<file path="config.mk">
export PLATFORM = sky130hd
export DESIGN_NAME = dft_ram
export DESIGN_NICKNAME = d
export VERILOG_FILES = /design/src/sv/dft_ram.sv
export SDC_FILE = /design/constraint.sdc
export NUM_CORES = 2
export LEC_CHECK = 0
export BUFFER_PORTS_ARGS = -buffer_cell sky130_fd_sc_hd__buf_2
export CORE_ASPECT_RATIO = 1.4
export CORE_MARGIN = 4
export CORE_UTILIZATION = 63
export DETAILED_ROUTE_END_ITERATION = 12
export PLACE_DENSITY_LB_ADDON = 0.25
export SKIP_LAST_GASP = 1
export SLEW_MARGIN = 20
export SYNTH_ARGS = -nofsm -noshare
export SYNTH_HDL_FRONTEND = slang
export SYNTH_SLANG_ARGS = --single-unit
export TNS_END_PERCENT = 30
</file>
<file path="constraint.sdc">
create_clock -name clock -period 3.5 [get_ports clock]
set_input_delay 0.7 -clock clock [delete_from_list [all_inputs] [get_ports clock]]
set_output_delay 0.7 -clock clock [all_outputs]
set_load 0.03 [all_outputs]
</file>
<file path="src/sv/dft_ram.sv">
`timescale 1ns / 1ps
`default_nettype none
// ----------------------------------------------------------------------------
// DMX frame transmitter RAM
// Generic single-port synchronous RAM with a registered read.
// ----------------------------------------------------------------------------
module dft_ram #(
   parameter int WIDTH = 8,
   parameter int DEPTH = 512
) (
   input  wire logic                             clock,
   input  wire logic                             we,
   input  wire logic [$clog2(DEPTH > 1 ? DEPTH : 2)-1:0] addr,
   input  wire logic [WIDTH-1:0]                 wdata,
   output logic      [WIDTH-1:0]                 rdata
);

   logic [WIDTH-1:0] mem_ff [DEPTH];
   logic [WIDTH-1:0] rdata_ff;

   always_ff @(posedge clock) begin
      if (we) begin
         mem_ff[addr] <= wdata;
      end
      rdata_ff <= mem_ff[addr];
   end

   assign rdata = rdata_ff;

endmodule
`default_nettype wire

</file>
# After elaboration in Yosys (flattened, before gate mapping)
# Memory sizes are Yosys's and may differ from the RTL's. A register that Yosys moved wholly into a read port is not among the register bits.
# Cells that the tools add are included.
# Widths: inputs -> output; s select.
# word_totals
ram_bits,4096
inputBits,19
out_inout_bits,8
register_bits,0
mem_count,1
wordCells,3
# classes
n_mux,2
# mem_list
name,words,width,read_ports,rd_clocked_by_memory_dff,wr,line_no,text
mem_ff,512,8,1,1,1,18,logic [WIDTH-1:0] mem_ff [DEPTH];
# ops
operator,n
$mux 1,2

# Logic depth before layout (Yosys ltp)
# logic_depth
ltp_word,2
ltp_mapped,13
depth_no_buf,7

# Worst setup path after synthesis
# No wires, ideal clock.
# synth_timing
kind,input port to flip-flop
from,input port addr[0] (netlist name)
to,"memory mem_ff[463][0], enable pin"
t_arrival_ps,2778
slack_ps,351
required_time_ps,3130
setup_ps,370
stages,10
n_path_buf,8
path_cell_list,buf_6 buf_12 buf_6 buf_6 buf_4 buf_2 buf_2 nand4_1 clkbuf_1 nor2_1
# synth_rtl
element,line_no,text
from (decl),13,"input wire logic [$clog2(DEPTH > 1 ? DEPTH : 2)-1:0] addr,"
to (decl),18,
# Straight into the memory's write port.

==> metrics.log <==
[metrics] result of the run: finished with violations
[metrics] failing checks: negative setup slack
[metrics] relative slew slack: 15.0%
[metrics] average vias per placed instance: approximately 6.9
[metrics] slew at the pin closest to its max-slew limit: approximately 1.3 ns
[metrics] cell area after synthesis: about 160,000 µm²
[metrics] clock-pin slew on the worst setup and hold paths: 0.06 ns
[metrics] area share of the largest cell type after synthesis: ~78%
[metrics] Avg Cell Area, Syn: 20.9 µm²
[metrics] power share of the sequential group: 54.0%
[metrics] max-cap violation count: 0
[metrics] net count of the finished layout: 9,067
[metrics] type of destination of the critical path: register
[metrics] TritonCTS clock tree: built
[metrics] total iterations of the first detailed-routing run: 8
[metrics] post-synth net total: 7,594
[metrics] vias in the first global route: around 89,000
[metrics] top-level port count: 27
[metrics] final weighted congestion in routability-driven placement: 1.00
[metrics] setup repair after global routing missed its margin: true
[metrics] Max Buffers Root-to-Sink: 4
[metrics] number of instances in the synthesized netlist: 7,575
[metrics] clock buffers created by TritonCTS: 362
[metrics] layout cells sized above 1: between 30% and 40%
[metrics] number of enable flip-flop cells after synthesis: between 4,000 and 5,000
[metrics] final setup vio count: 2
[metrics] maximum level of the CTS H-tree: 5
[metrics] Core Box Area: around 250,000 µm²
[metrics] worst setup path category: in -> reg
[metrics] Gate power share: under 10%
[metrics] pre-CTS WS: -1.12 ns
[metrics] HPWL after DPL: approximately 300,000 µm
[metrics] largest cells by area after synthesis: edfxtp_1, mux4_2, mux2i_1
[metrics] f_max: roughly 280 MHz
[metrics] fraction of synthesis flops using an asynchronous set or reset pin: 0%
[metrics] quantity of gates resized following cts: 2
[metrics] static leakage: around 62 nW
[metrics] final wirelength: about 460,000 µm
[metrics] global-route wire length before repair: 652,000 µm
[metrics] drc violations: 0
[metrics] DRC violation total after the first TritonRoute iteration: around 14,000
[metrics] total power density per cell area: 537 nW/µm²
[metrics] GRT Util Overall: 35.6%
[metrics] maximum vdd ir drop: roughly 0.00042 V
[metrics] Layout area overhead: 17.9%
[metrics] share of synthesized area occupied by flip-flops and latches: between 70 and 80%
[metrics] library cell with the largest summed area after synthesis: edfxtp_1
[metrics] routed via count: just under 90,000
[metrics] Net Sw Frac: 21.1%
[metrics] worst-case setup margin in the final layout: -0.0337 ns
[metrics] clock sink count: ~4,000
[metrics] Fin. Hold Viols: 0
[metrics] maximum net fanout on the critical path: 27
[metrics] post-synthesis cell type count: between 60 and 70
[metrics] maximum number of pins on one net before global-route repair: around 130
[metrics] arrival time of data at the critical path endpoint: 4.25 ns
[metrics] power share of the clock group: ~41%
[metrics] die height: ~600 µm
[metrics] Setup TNS Final: -0.0389 ns
[metrics] total internal power: roughly 0.08 W
[metrics] antenna viol nets, final: 0
[metrics] dominant synthesized flop cell: edfxtp_1
[metrics] switching power total: ~0.021 W
[metrics] antenna violations before repair: 31
[metrics] later-pin clock latency in the skew report: between 0.9 and 1 ns
[metrics] post-CTS setup buffer count: 0
[metrics] Total Die Area: about 260,000 µm²
[metrics] buffer type at the clock tree root: clkbuf_16
[metrics] fin crit share: 101%
[metrics] horizontal extent of the die: between 400 and 500 µm
[metrics] total overflow reported by the global router: 0
[metrics] minimum clock period after layout: approximately 3.5 ns
[metrics] number of synthesized register bits: approximately 4,100
[metrics] number of slew-limit violations in the final report: 0
[metrics] hold_buf cts: 0
[metrics] largest clock skew in the final design: just over 0.05 ns
[metrics] routed wire length per instance: approximately 36 µm
[metrics] kind of launch point of the worst setup path: input port
[metrics] count of buffers from port buffering: 26
[metrics] warning count from the yosys run: 0
[metrics] worst min-delay path class: in -> reg
[metrics] number of core rows: 217
[metrics] starting density of the core: a little under two thirds
[metrics] required time at the worst-slack endpoint: between 4 and 5 ns
## registers in the layout (all words and copies together), names as in the netlist
| name | count |
|---|---|
| rdata | 8 |
| mem_ff | 4096 |
## worst max-delay path: stages
cell and delay (ns):
buf_8 0.34, buf_12 0.26, buf_4 0.26, mux4_2 0.55, a221oi_1 0.36, a31oi_1 0.26
buf_4 0.25, or4_1 0.45, nor3_2 0.42, buf_4 0.22, nand4_1 0.11
## per-layer routing
layer	wire (µm)	global-route usage, %
met1	141000	43.3
met2	223000	56.7
met3	52900	8.04
met4	42700	26.0
met5	181	0
## cell usage after synthesis, types with 8 or more instances
library cell and instances:
a211oi_1 36, a21oi_1 77, a221oi_1 91, a22o_1 47
a22oi_1 180, a31oi_1 76, a32oi_1 26, and2_1 17
and3_1 25, buf_1 19, buf_2 182, buf_4 56
buf_6 24, clkbuf_1 196, dfxtp_1 8, edfxtp_1 4096
mux2_2 18, mux2i_1 434, mux4_2 816, nand2_1 130
nand3_1 47, nand4_1 47, nor2_1 548, nor2b_1 25
nor3_1 22, nor3b_1 11, nor4_1 38, o211ai_1 14
o21ai_0 45, o221ai_1 12, o22ai_1 118, or4_1 8
## cell usage in the layout (no fill, tap or decap), drive strengths merged, types with 76 or more instances in the layout
master  count
edfxtp   4096
nor2      548
mux2i     434
a221oi     92
o22ai     118
a21oi      77
nand2     130
clkbuf    440
clkinv    146
a22oi     181
a31oi      76
buf      1592
mux4      816
## power groups by stage
stage	clock network, W	logic, W	registers [W]
final	0.0406	0.00543	0.0541
after global routing	0.0429	0.00554	0.0541
after CTS	0.0407	0.00530	0.0541
after detailed placement	0	0.00525	0.0552
after global placement	0	0.00513	0.0552
after floorplan	0	0.00225	0.0552
## metrics by stage
| stage | power (W) | instance area (µm²) | utilization [%] | hold slack, ns | cells |
|---|---|---|---|---|---|
| floorplan | 0.0575 | 158000 | - | 0.699 | 7575 |
| global placement | 0.0603 | 175000 | 69.9 | 0.809 | 12000 |
| detailed placement | 0.0605 | 175000 | 69.9 | 0.791 | 12000 |
| CTS | 0.100 | 187000 | 74.7 | 0.170 | 12600 |
| global route | 0.103 | 187000 | 74.7 | 0.185 | 12600 |
| finish | 0.100 | 187000 | 74.7 | 0.194 | 12700 |
## cells by family after synthesis
| family | synth area share [%] |
|---|---|
| flip-flops | 77.8 |
| AND/OR/NAND/NOR | 2.74 |
| multiplexers | 14.5 |
| AO/OA/AOI/OAI | 3.43 |
| buffers and inverters | 1.59 |
## worst paths after layout
kind / slack [ns] / endpoint / from / cells after the start
max reg2reg: 0.20 / rdata[2] / mem_ff[11][2] / 9
min: 0.19 / mem_ff[36][5] / wdata[5] / 1
min reg2reg: 0.84 / rdata[0] / mem_ff[180][0] / 5
max: -0.03 / rdata[2] / addr[0] / 11
## final cells by class
cell class                      count  area [µm²]
Tap cell                         3285        4110
Multi-Input combinational cell   2984       33000
Fill cell                       13100       63100
Antenna cell                       28        70.1
Clock buffer                      440        9680
Timing Repair Buffer             1592       14400
Inverter                            4        20.0
Sequential cell                  4104      123000
Clock inverter                    218        2250
Power figures use the tool's default switching activity.
