**config.mk**
```make
export PLATFORM = sky130hd
export DESIGN_NAME = dft_sweep
export DESIGN_NICKNAME = d
export VERILOG_FILES = /design/src/sv/dft_pkg.sv /design/src/sv/dft_sweep.sv
export SDC_FILE = /design/constraint.sdc
export NUM_CORES = 1
export LEC_CHECK = 0
export ABC_AREA = 1
export BUFFER_PORTS_ARGS = -buffer_cell sky130_fd_sc_hd__clkbuf_2
export CAP_MARGIN = 20
export CORE_MARGIN = 2
export CORE_UTILIZATION = 40
export CTS_BUF_LIST = sky130_fd_sc_hd__clkbuf_8
export CTS_CLUSTER_SIZE = 24
export DETAILED_ROUTE_END_ITERATION = 8
export PLACE_DENSITY = 0.67
export SLEW_MARGIN = 20
export SYNTH_ARGS = -nofsm -noshare
export SYNTH_HDL_FRONTEND = slang
export SYNTH_SLANG_ARGS = --single-unit
```
**constraint.sdc**
```tcl
create_clock -name clock -period 1.4 [get_ports clock]
set_clock_uncertainty 0.05 [all_clocks]
set_input_delay 0.14 -clock clock [delete_from_list [all_inputs] [get_ports clock]]
set_output_delay 0.14 -clock clock [all_outputs]
set_load 0.02 [all_outputs]
```
**src/sv/dft_pkg.sv**
```systemverilog
`timescale 1ns / 1ps
`default_nettype none
// ----------------------------------------------------------------------------
// DMX frame transmitter package
// Shared constants, codes and types of the DMX frame transmitter.
// ----------------------------------------------------------------------------
package dft_pkg;

   // Number of DMX channels held in each level store.
   localparam int CHANNELS = 512;
   localparam int ADDR_W   = (CHANNELS > 1) ? $clog2(CHANNELS) : 1;
   localparam logic [ADDR_W-1:0] LAST_ADDR = ADDR_W'(CHANNELS - 1);

   localparam int LEVEL_W = 8;
   localparam int CHAN_W  = 9;
   localparam int DIV_W   = 12;
   localparam int KIND_W  = 2;
   localparam int CSR_IDX_W = 1;

   // Input item kinds.
   localparam logic [KIND_W-1:0] KIND_SET   = 2'd0;
   localparam logic [KIND_W-1:0] KIND_APPLY = 2'd1;
   localparam logic [KIND_W-1:0] KIND_TICK  = 2'd2;

   // Slot kinds reported with each result.
   localparam logic [1:0] SLOT_BREAK = 2'd0;
   localparam logic [1:0] SLOT_START = 2'd1;
   localparam logic [1:0] SLOT_DATA  = 2'd2;

   // Register indexes.
   localparam logic [CSR_IDX_W-1:0] CSR_NORMAL_DIV = 1'd0;
   localparam logic [CSR_IDX_W-1:0] CSR_BREAK_DIV  = 1'd1;

   localparam logic [DIV_W-1:0] NORMAL_DIV_RESET = 12'd3;
   localparam logic [DIV_W-1:0] BREAK_DIV_RESET  = 12'd19;

   typedef enum logic [1:0] {
      PH_BREAK,
      PH_START,
      PH_DATA
   } phase_type;

   typedef enum logic [1:0] {
      SW_CLEAR,
      SW_IDLE,
      SW_COPY
   } sweep_state_type;

   // Memory control produced by the sweep engine.
   typedef struct packed {
      logic              busy;
      logic              clear;
      logic              stg_rd;
      logic [ADDR_W-1:0] stg_addr;
      logic              live_we;
      logic [ADDR_W-1:0] live_addr;
   } sweep_ctl_type;

endpackage
`default_nettype wire

```
**src/sv/dft_sweep.sv**
```systemverilog
`timescale 1ns / 1ps
`default_nettype none
// ----------------------------------------------------------------------------
// DMX frame transmitter sweep engine
// Clears both stores after reset and copies staged levels into the live store.
// ----------------------------------------------------------------------------
module dft_sweep (
   input  wire logic                  clock,
   input  wire logic                  reset,
   input  wire logic                  start_copy,
   output dft_pkg::sweep_ctl_type     ctl
);

   dft_pkg::sweep_state_type state_ff, state_in;
   logic [dft_pkg::ADDR_W-1:0] addr_ff, addr_in;
   logic [dft_pkg::ADDR_W-1:0] wr_addr_ff, wr_addr_in;
   logic                       wr_pend_ff, wr_pend_in;

   always_ff @(posedge clock) begin
      if (reset) begin
         state_ff   <= dft_pkg::SW_CLEAR;
         addr_ff    <= '0;
         wr_pend_ff <= 1'b0;
      end else begin
         state_ff   <= state_in;
         addr_ff    <= addr_in;
         wr_pend_ff <= wr_pend_in;
      end
      wr_addr_ff <= wr_addr_in;
   end

   always_comb begin
      state_in   = state_ff;
      addr_in    = addr_ff;
      wr_pend_in = 1'b0;
      wr_addr_in = addr_ff;
      ctl        = '0;
      unique case (state_ff)
         dft_pkg::SW_CLEAR: begin
            ctl.clear     = 1'b1;
            ctl.stg_addr  = addr_ff;
            ctl.live_we   = 1'b1;
            ctl.live_addr = addr_ff;
            if (addr_ff == dft_pkg::LAST_ADDR) begin
               addr_in  = '0;
               state_in = dft_pkg::SW_IDLE;
            end else begin
               addr_in = addr_ff + 1'b1;
            end
         end
         dft_pkg::SW_COPY: begin
            // Read one staged entry; its data is written to the live store in the next cycle.
            ctl.stg_rd   = 1'b1;
            ctl.stg_addr = addr_ff;
            wr_pend_in   = 1'b1;
            if (addr_ff == dft_pkg::LAST_ADDR) begin
               addr_in  = '0;
               state_in = dft_pkg::SW_IDLE;
            end else begin
               addr_in = addr_ff + 1'b1;
            end
         end
         default: begin
            if (start_copy) begin
               state_in = dft_pkg::SW_COPY;
            end
         end
      endcase
      if (wr_pend_ff) begin
         ctl.live_we   = 1'b1;
         ctl.live_addr = wr_addr_ff;
      end
      ctl.busy = (state_ff != dft_pkg::SW_IDLE) || wr_pend_ff;
   end

endmodule
`default_nettype wire

```
; Word level (Yosys, flattened, before mapping)
; Cells that the tools add are included.
[word_totals]
mem_bits_ro = 0
n_memories = 0
elab_cells = 23
inputBits = 3
latchBits = 0
reg_bits = 21
output_inout_bits = 22
ram_bits = 0
[op_classes]
add_sub_neg = 1
eq_ne = 4
muxes = 9
div = 0
n_shift = 0
n_lt_le_gt_ge = 0
n_mul = 0
bitwise = 0
reduce_logical = 5
[ops]
columns = operator, n
row1 = $mux W10, 2
row2 = $mux W9, 2
row3 = $add A9 B1 Y9 const B, 1
row4 = $eq A9 B9 Y1 const B, 1
row5 = $mux W2, 3
row6 = $ne A2 B1 Y1 const B, 2
row7 = $eq A2 B2 Y1 const B, 1
row8 = $logic_not A2 Y1, 1
row9 = $mux W1, 2
row10 = $reduce_and A2 Y1, 1
row11 = $reduce_bool A2 Y1, 1
row12 = $reduce_or A2 Y1, 1
row13 = $logic_or A1 B1 Y1, 1

; Longest topological paths before layout
[logic_depth]
depth_word = 4
mapped_depth = 11
ltp_nobuf = 11

; Worst setup path before layout
; Ideal clock, no wire load.
[synth_timing]
path_type = register to register
start = register addr_ff[0] (netlist name)
end = register addr_ff[6] (netlist name)
n_path_buf = 0
required_ns = 1.237
arrival_time_ns = 1.396
setup_slack_ns = -0.158
stages_incl_launch_ff = 12
period_less_slack_ns = 1.558
setup_time_ns = 0.113
path_cell_list = dfxtp_1 -> ha_1 -> nand2_2 -> nor2_2 -> nand3_1 -> nor2_1 -> ha_1 -> nand2_1 -> nand2_1 -> inv_1 -> nand2_1 -> nor2_1
[synth_between]
elab_chain_len = 2
elab_cells_between_ends = 3
cone_classes = add/sub (1) / eq/ne (1) / mux (1)
[synth_rtl]
columns = element, line
row1 = "start, declared", dft_sweep.sv:15  ; logic [dft_pkg::ADDR_W-1:0] addr_ff, addr_in;
row2 = "start signal, assigned", dft_sweep.sv:26  ; addr_ff <= addr_in;
row3 = $add A9 B1 Y9 or $eq A9 B9 Y1 (tied branches), --
row4 = $mux W9 (*), "dft_sweep.sv:44, dft_sweep.sv:56"
; Every way passes the cells marked *; elsewhere a longest branch is shown, timed or not.
; A chain may end at the register's enable or synchronous reset.

; Worst setup path after layout
; Same ends and word-level chain as after synthesis.

==> summary.txt <==
Floorplan
  – Die height: 52.4 microns
  – # rows: 17
  – Num ports: 25
  – Die area: 2750 sq um
  – Die width: 52.4 microns
  – Total core area: 2210 sq um
  – Effective utilization at floorplan: 42.4%

Final layout
  – Syn-to-layout area delta: 58.7%
  – Area of the multi-input gates: 558 sq um
  – Storage element area: 439 sq um
  – Fillers: 189
  – Fraction of layout cells with a size suffix above 1: 50.9%
  – Nets@finish: 182
  – N_diodes: 0

Synth
  – Seq/Total Area, Yosys: 44.9%
  – Most common cell in the netlist: nand2_1
  – Cells after Synth: 127
  – Predominant post-synthesis flop cell: dfxtp_1
  – Mapped Area: 937 sq um
  – Share of the synthesized area in the top cell type: 44.9%
  – Synth area leader: dfxtp_1
  – Post-synth cell types: 24
  – Synth Area in Compound Gates: 8.81%
  – Post-synthesis mux area share: 0%
  – Syn Nets: 133
  – Post-synth EDFFs: 0
  – Area share of xor/xnor cells in the synthesized design: 0.935%
  – Async SR Flop Fraction: 0%
  – Post-synth top cells: 29 x nand2_1, 21 x dfxtp_1, 16 x inv_1
  – Post-synthesis sequential element count: 21
  – Synth Area in Simple Gates: 30.4%
  – Adder-Cell Fraction of Synth Area: 4.01%
  – Largest family of logic cells by synthesized area: simple AND/OR/NAND/NOR gates
  – Mean area per synthesized cell: 7.38 sq um
  – Synth top area cells: dfxtp_1 45%, nand2_1 12%, inv_1 6.4%, nor2_1 5.6%, o21ai_1 5.3%
  – Synth warnings: 0

Routing
  – DRC Markers: 0
  – DR vias: 993
  – Final ANT Viol Nets: 0
  – Iter 0 DRT Violations: 13
  – Drt pass-1 iters: 4
  – Vias/cell: 4.89
  – WL final: 2690 microns
  – Routed wire length per instance: 13.2 microns

Power
  – Cell Pwr Density: 771 nW/um^2
  – Maximum vdd ir drop: 629 uV
  – Overall power: 1.15 mW
  – Static Leak: 0.762 nW

Global routing
  – GR Overflow Total: 0
  – GRT Util Overall: 19.3%
  – Pin count of the biggest net entering global routing: 16
  – Antenna violations before repair: 0
  – Number of global-route vias before repair: 905
  – First-pass GRT wire length: 3870 microns

Clocking
  – CTS H-tree depth: 1
  – Hold Buf Count CTS: 0
  – Total CTS buffers: 3
  – Worst-Skew Late Latency: 0.27 ns
  – CTS tree: yes
  – Clock slew at reported path FFs: 0.08 ns
  – Clock Tree Buf Depth: 2
  – Clock sink total: 21
  – Root Buffer: clkbuf_8

Worst setup path
  – FF-to-FF path depth: 11
  – CP Launch Point: addr_ff[0]$_SDFFE_PP0N_
  – Worst path arrival time: 1.69 ns
  – Reg2Reg Capture Point: addr_ff[6]$_SDFFE_PP0N_
  – Crit path capture type: register
  – CP endpoint: addr_ff[6]$_SDFFE_PP0N_
  – Crit path launch type: register
  – WS Path Type: register to register
  – R2R Setup Slk: -0.18 ns
  – R2R Path Start: addr_ff[0]$_SDFFE_PP0N_
  – Critical Path Fanout Max: 6
  – CP Data Required Time: 1.51 ns

Placed design
  – Port Buffers: 24
  – Global placement routability congestion: 0.755
  – Detail Placement HPWL: 1520 microns

Timing
  – Crit share post-route: 113%
  – Final WS setup: -0.177 ns
  – Unrepaired setup endpoints after global routing: true
  – Endpoints failing hold: 0
  – # setup viols final: 11
  – Min cycle time layout: 1.58 ns
  – Max Clk Rate: 634 MHz
  – Slew Viols, Final: 0
  – Setup TNS: -1.23 ns
  – Worst slew margin: 82.4%
  – Measured slew at the worst slew-check pin: 0.262 ns

Run status
  – Status: finished, violations left
  – Failing checks: setup timing

Run
  – Maxcap violations: 0

Worst hold path
  – HP Start: reset
  – Hold Path Class: input port to register
==> per-stage QoR <==
stage	instance area, sq um	cells	hold WS [ns]	utilization, %	worst slack, ns
2_1_floorplan	965	127	0.166	-	-0.0629
3_3_place_gp	1180	186	0.313	53.3	-0.0980
3_5_place_dp	1180	186	0.320	53.3	-0.180
4_1_cts	1350	196	0.0428	60.9	-0.0984
5_1_grt	1490	203	0.0491	67.3	-0.233
6_report	1490	203	0.0371	67.3	-0.177
==> timing repair <==
action	CTS	global route
pin swaps	10	10
setup endpoints to repair	21	22
resized for setup	21	33
buffers inserted	6	7
==> cell families (layout without fill, tap and decap cells) <==
family                   Yosys count  after routing
AND/OR/NAND/NOR                   61             61
adder cells (fa/ha/maj)            3              3
buffers and inverters             25             73
XOR/XNOR                           1              1
flip-flops                        21             21
AO/OA/AOI/OAI                     16             16
==> metal layers <==
metal  up-vias  share of wire [%]  GRT usage [%]
li1        490                  -              -
met1       470                 41           22.3
met2        24                 52           34.6
met3         9                3.5           2.29
met4         0                3.1           9.83
met5         -                  0              0
==> final cells by class <==
class / instances / area share (%)
clock buffers: 3 / 2.78
well taps: 28 / 2.35
repair buffers: 48 / 21.7
inverters: 21 / 5.80
clock inverters: 1 / 0.336
multi-input cells: 81 / 37.5
flip-flops and latches: 21 / 29.5
==> power by group <==
group	switching [mW]	leakage (nW)	internal, mW	total [mW]
Sequential	0.00902	0.175	0.609	0.618
Combinational	0.0681	0.562	0.0494	0.117
Clock	0.213	0.0255	0.199	0.412
==> sequential cells by signal, summed over array words and instances (netlist names) <==
signal and count:
addr_ff 9, state_ff 2, wr_addr_ff 9, wr_pend_ff 1
==> critical path, stage by stage, from the launching register on <==
cell and delay [ns]:
dfxtp_4 0.36, ha_4 0.14, nand2_4 0.05, nor2_4 0.14
nand3_4 0.10, nor2_4 0.16, ha_4 0.16, nand2_4 0.06
nand2_8 0.09, inv_2 0.03, nand2_1 0.06, nor2_1 0.05
==> cells in the final DEF (no fill, tap or decap), types with 2 or more instances in the layout <==
cell / Yosys / layout
buf_4: 2 / 28
nand2_1: 29 / 27
inv_1: 16 / 15
clkbuf_2: 0 / 15
dfxtp_1: 21 / 14
nor2_1: 14 / 10
o21ai_1: 10 / 9
nor2_4: 0 / 4
nor3_2: 0 / 4
dfxtp_4: 0 / 4
nand2_4: 1 / 3
inv_2: 4 / 3
ha_4: 0 / 3
dfxtp_2: 0 / 3
clkbuf_8: 0 / 3
buf_2: 1 / 3
o21ai_2: 0 / 2
a21oi_2: 0 / 2
nor3_1: 6 / 2
nand3_1: 3 / 2
nor2_2: 2 / 2
a21oi_1: 4 / 2
buf_6: 0 / 2
==> worst min path at each step <==
stage	end	cells past startpoint	slack [ns]
2_1_floorplan	state_ff[0]$_SDFFE_PP0P_	1	0.17
3_3_place_gp	wr_pend_ff$_SDFF_PP0_	2	0.31
3_5_place_dp	wr_pend_ff$_SDFF_PP0_	2	0.32
4_1_cts	wr_pend_ff$_SDFF_PP0_	2	0.04
5_1_grt	state_ff[0]$_SDFFE_PP0P_	2	0.05
6_report	state_ff[0]$_SDFFE_PP0P_	2	0.04
No activity file was read; power rests on OpenSTA's default activity.
